`src/design/glpf_pkg.sv`:
```
// Shared widths, constants and types for the graph layout pair force unit.
// Used by the channel interfaces, the root and divider pipelines and the top level.
`default_nettype none
package glpf_pkg;

    localparam int POS_W    = 16;
    localparam int DIF_W    = POS_W + 1;
    localparam int MAG_W    = 16;
    localparam int SQ_W     = 2 * MAG_W;
    localparam int D2_W     = SQ_W + 1;
    localparam int CFG_W    = 16;
    localparam int CFG_IDX_W = 2;
    localparam int ROOT_W   = 25;
    localparam int RAD_W    = 2 * ROOT_W;
    localparam int REM_W    = ROOT_W + 1;
    localparam int KK_W     = 2 * CFG_W;
    localparam int KKG_W    = KK_W + CFG_W;
    localparam int NEAR_W   = 17;
    localparam int RMAG_W   = 9;
    localparam int PROD_W   = 57;
    localparam int APROD_W  = MAG_W + ROOT_W;
    localparam int NUM_W    = 64;
    localparam int DEN_W    = 32;
    localparam int FORCE_W  = 32;
    localparam int SQ_STAGES  = ROOT_W;
    localparam int DIV_STAGES = DEN_W + 1;

    localparam logic [D2_W-1:0]  REPULSE_LIMIT = D2_W'(102400);
    localparam logic [CFG_W-1:0] IDEAL_RESET   = CFG_W'(1600);
    localparam logic [CFG_W-1:0] GAIN_RESET    = CFG_W'(4096);

    localparam logic [CFG_IDX_W-1:0] CFG_IDEAL_DISTANCE  = 2'd0;
    localparam logic [CFG_IDX_W-1:0] CFG_REPULSION_GAIN  = 2'd1;
    localparam logic [CFG_IDX_W-1:0] CFG_ATTRACTION_GAIN = 2'd2;

    localparam logic FUNC_ATTRACT = 1'b1;

    // Per item control and operands carried alongside the square root pipeline.
    typedef struct packed {
        logic               att;
        logic               skip;
        logic               zero;
        logic               negx;
        logic               negy;
        logic [MAG_W-1:0]   ax;
        logic [MAG_W-1:0]   ay;
        logic [NEAR_W-1:0]  d2;
        logic [KKG_W-1:0]   kkg;
    } t_side;

    // Per item control carried alongside the dividers.
    typedef struct packed {
        logic skip;
        logic zero;
        logic negx;
        logic negy;
    } t_tail;

    typedef struct packed {
        logic signed [FORCE_W-1:0] force_x;
        logic signed [FORCE_W-1:0] force_y;
        logic                      skipped;
    } t_result;

endpackage
`default_nettype wire

```
`src/design/glpf_sqrt.sv`:
```
// Pipelined integer square root, one result bit per register stage.
// Depends on glpf_pkg for the radicand and root widths.
`default_nettype none
module glpf_sqrt import glpf_pkg::*; (
    input  wire logic              i_clk,
    input  wire logic              i_en,
    input  wire logic [RAD_W-1:0]  i_rad,
    output logic [ROOT_W-1:0]      o_root
);

    logic [RAD_W-1:0]  r_rad  [0:ROOT_W-2];
    logic [REM_W-1:0]  r_rem  [0:ROOT_W-2];
    logic [ROOT_W-1:0] r_root [0:ROOT_W-1];

    for (genvar g = 0; g < ROOT_W; g++) begin : g_stage
        logic [RAD_W-1:0]  rad_in;
        logic [REM_W-1:0]  rem_in;
        logic [ROOT_W-1:0] root_in;
        logic [REM_W+1:0]  rem_sh;
        logic [REM_W+1:0]  trial;
        logic              ge;

        if (g == 0) begin : g_first
            assign rad_in  = i_rad;
            assign rem_in  = '0;
            assign root_in = '0;
        end else begin : g_next
            assign rad_in  = r_rad[g-1];
            assign rem_in  = r_rem[g-1];
            assign root_in = r_root[g-1];
        end

        always_comb begin
            rem_sh = {rem_in, rad_in[RAD_W-1 -: 2]};
            trial  = {1'b0, root_in, 2'b01};
            ge     = (rem_sh >= trial);
        end

        always_ff @(posedge i_clk) begin
            if (i_en) begin
                r_root[g] <= {root_in[ROOT_W-2:0], ge};
            end
        end

        if (g < ROOT_W - 1) begin : g_carry
            logic [REM_W+1:0] diff;
            assign diff = rem_sh - trial;
            always_ff @(posedge i_clk) begin
                if (i_en) begin
                    r_rad[g] <= rad_in << 2;
                    r_rem[g] <= ge ? diff[REM_W-1:0] : rem_sh[REM_W-1:0];
                end
            end
        end
    end

    assign o_root = r_root[ROOT_W-1];

endmodule
`default_nettype wire

```
`config.mk`:
```
export PLATFORM = sky130hd
export DESIGN_NAME = glpf_sqrt
export DESIGN_NICKNAME = d
export VERILOG_FILES = /design/src/design/glpf_pkg.sv /design/src/design/glpf_sqrt.sv
export SDC_FILE = /design/constraint.sdc
export NUM_CORES = 2
export LEC_CHECK = 0
export BUFFER_PORTS_ARGS = -buffer_cell sky130_fd_sc_hd__buf_2
export CAP_MARGIN = 20
export CORE_AREA = 5 5 536 538
export CTS_BUF_LIST = sky130_fd_sc_hd__clkbuf_16
export CTS_CLUSTER_DIAMETER = 100
export DETAILED_ROUTE_END_ITERATION = 8
export DIE_AREA = 0 0 541 543
export GPL_TIMING_DRIVEN = 0
export PLACE_DENSITY = 0.38
export SYNTH_ARGS = -nofsm -noshare
export SYNTH_HDL_FRONTEND = slang
export SYNTH_SLANG_ARGS = --single-unit
```
`constraint.sdc`:
```
create_clock -name i_clk -period 6.55 [get_ports i_clk]
set_clock_uncertainty 0.1 [all_clocks]
set_input_delay 1.31 -clock i_clk [delete_from_list [all_inputs] [get_ports i_clk]]
set_output_delay 1.31 -clock i_clk [all_outputs]
set_load 0.02 [all_outputs]
```
==> qor.yml <==
grt_max_degree: 173
route.detailed.drc: 0
start_util_pct: 24.9
ff2ff_path_depth: 12
nNetsFinal: 6050
wl_per_cell_um: 15.7
grt_pass1_wl_um: 235000
synth_area_um2: 70100
n_fill_cell: 28600
ys.flop_type: "edfxtp_1"
synthMostInstantiatedCell: "edfxtp_1"
required_ns: 6.97
met3_length_um: 5800
cts_resized: 0
status: "finished, final reports clean"
finalSetupTns_ns: 0
final-setup-viol-count: 0
ir_worst_vdd_uv: 228
critical_path_class: "reg -> reg"
syn2layout_area_growth_pct: 16.2
tightest_slew_ns: 1.19
ys_ff_latch: 1514
netlist_instances: 5363
reg2reg_from: "r_rad[2][238]$_DFFE_PP_"
p_per_area_nw_per_um2: 341
fp.dieArea_um2: 294000
drt_iter0_drc: 2361
coreArea_um2: 282000
synthTopCellsByCount: "edfxtp_1 (1514), inv_1 (454), ha_1 (352), nand2_1 (352), a21oi_1 (324)"
rows: 195
first_global_vias: 41100
cts_setup_buffers: 0
num_vias: 40700
slew_headroom_pct: 20.9
wl_met1_um: 72000
rsz0062_at_grt: "false"
dp_hpwl_um: 106000
synth_top_area_cell: "edfxtp_1"
clock_sinks: 1514
period_needed_ns: 4.73
multi_input_area_um2: 22600
hold_path_class: "reg -> reg"
vias_per_cell: 4.27
ys_seq_area_share_pct: 64.8
ys_warn_count: 0
syn_nets: 5767
port_buffers: 76
ios: 77
drive_above_1_share_pct: 8.08
hold-path-endpoint: "r_rad[1][382]$_DFFE_PP_"
synth_edf_count: 1514
clkTransAtPathRegs_ns: 0.06
min-delay-start: "r_rad[1][332]$_DFFE_PP_"
start_kind: "flop"
die_h_um: 543
hold_viol_final: 0
dp.cells: 9195
cts-hold-fix-buffers: 0
chipWidth_um: 541
cts_tree: "done"
ys_async_sr_fraction_pct: 0
worstReg2RegEnd: "r_rem[2][143]$_DFFE_PP_"
synthTopCellsByArea: "edfxtp_1 (65%), ha_1 (6.3%), xor2_1 (3.1%), xnor2_1 (2.8%), inv_1 (2.4%)"
avgSynthCellArea_um2: 13.1
dr.pass1.iters: 5
min_path_cells: 0
htree_levels: 4
drv_cap: 0
synth_top_area_share_pct: 64.8
arrival_ns: 5.14
r2r_slack_ns: 1.82
period_share_pct: 72.2
critical_path.max_fanout: 10
clockBufferDepth: 4
ys_types: 85
crit_path_end_kind: "flop"
regArea_um2: 45500
grt_antenna_before_repair: 1
clock_latency_ns: 0.84
power_mw: 27.8
dr.max_layer_used: "met4"
gp_congestion: 0.797
grt_usage_pct: 9.94
instances_no_fill: 9536
grt_overflow: 0
max_freq_ghz: 0.212
root_buffer: "clkbuf_16"
drt_wl_total_um: 150000
ant_nets: 0
cts_buffers: 191
p_leak_nw: 30.8
met2_length_um: 66200
finalMaxSlewViolations: 0
## kinds of logic after synthesis
kind of cell / after synthesis / share of synthesized area (%)
AOI/OAI and AO/OA: 1083 / 9.63
other: 1 / 0.00535
muxes: 59 / 0.929
xor gates and xnor gates: 466 / 5.82
buffers and inverters: 551 / 2.96
DFF: 1514 / 64.8
and+or+nand+nor: 1337 / 9.56
adders and majority gates: 352 / 6.28
## where the power goes
| part | switching [mW] | internal, mW |
|---|---|---|
| Combinational | 2.80 | 2.03 |
| Clock | 4.13 | 5.91 |
| Sequential | 0.732 | 12.2 |
## metrics by stage
step	utilization, %	hold slack (ns)	setup slack, ns	instance area, um2
final	29.0	0.270	1.82	81500
after global routing	29.0	0.263	1.39	81500
after CTS	29.0	0.266	1.58	81500
after global placement	26.7	0.300	-21.27	75200
after floorplan	-	0.300	3.14	70100
after detailed placement	26.8	0.305	1.60	75500
## worst max-delay path by stage
stage	from	to	slack (ns)	cells past startpoint
final	r_rad[2][238]$_DFFE_PP_	r_rem[2][143]$_DFFE_PP_	1.82	12
after global routing	r_rad[2][238]$_DFFE_PP_	r_rem[2][143]$_DFFE_PP_	1.39	12
after CTS	r_rad[2][238]$_DFFE_PP_	r_rem[2][142]$_DFFE_PP_	1.58	12
after detailed placement	r_rad[2][238]$_DFFE_PP_	r_rem[2][136]$_DFFE_PP_	1.60	12
after global placement	i_en	r_rem[1][11]$_DFFE_PP_	-21.27	1
after floorplan	r_rem[0][81]$_DFFE_PP_	r_rem[0][127]$_DFFE_PP_	3.14	11
## worst max-delay path: stages, from the launching register on
cell       delay [ns]
edfxtp_1         0.54
inv_1            0.13
ha_1             0.24
nand2b_1         0.18
a2111oi_0        0.49
nor3_1           0.18
a21oi_1          0.40
a21oi_1          0.15
and2_1           0.17
o31ai_1          0.68
clkbuf_1         0.53
clkbuf_1         0.52
a21oi_1          0.13
## per-layer routing
layer  track usage (%)  vias up
li1                  -    20500
met1              13.6    19200
met2              15.7      659
met3              1.64      314
met4              4.02        0
met5                 0        -
## registers in the layout (all words and copies together) (netlist names)
register  count
r_rad       600
r_rem       589
r_root      325
## cells in the final DEF (no fill, tap or decap), types with 21 or more instances in the layout
cell type,count
nand3_1,77
a31oi_1,25
o21a_1,72
inv_1,490
clkbuf_16,192
a21oi_1,324
or2_2,40
edfxtp_1,1514
nor3_1,117
a211oi_1,28
a21o_1,148
nand4_1,63
o21bai_1,31
xor2_1,245
o31ai_1,43
buf_2,79
nand2b_1,68
and3_1,32
mux2_2,49
clkbuf_1,91
clkinv_1,39
xnor2_1,221
clkinv_2,36
or4_1,21
or3_1,38
nor2b_1,55
o21ai_0,273
nor4_1,75
ha_1,352
nand2_1,352
nor2_1,309
## cell type report
cell class                 instances  area share [%]
buffer                            97           0.460
sequential                      1514            55.8
clock inverter                   147            1.47
inverter                         454            2.09
antenna                            1         0.00307
timing repair buffer              90           0.849
clock buffer                     192            5.89
tap                             3743            5.74
multi-input combinational       3298            27.7
Note: power is estimated with default switching activity, not from simulation.
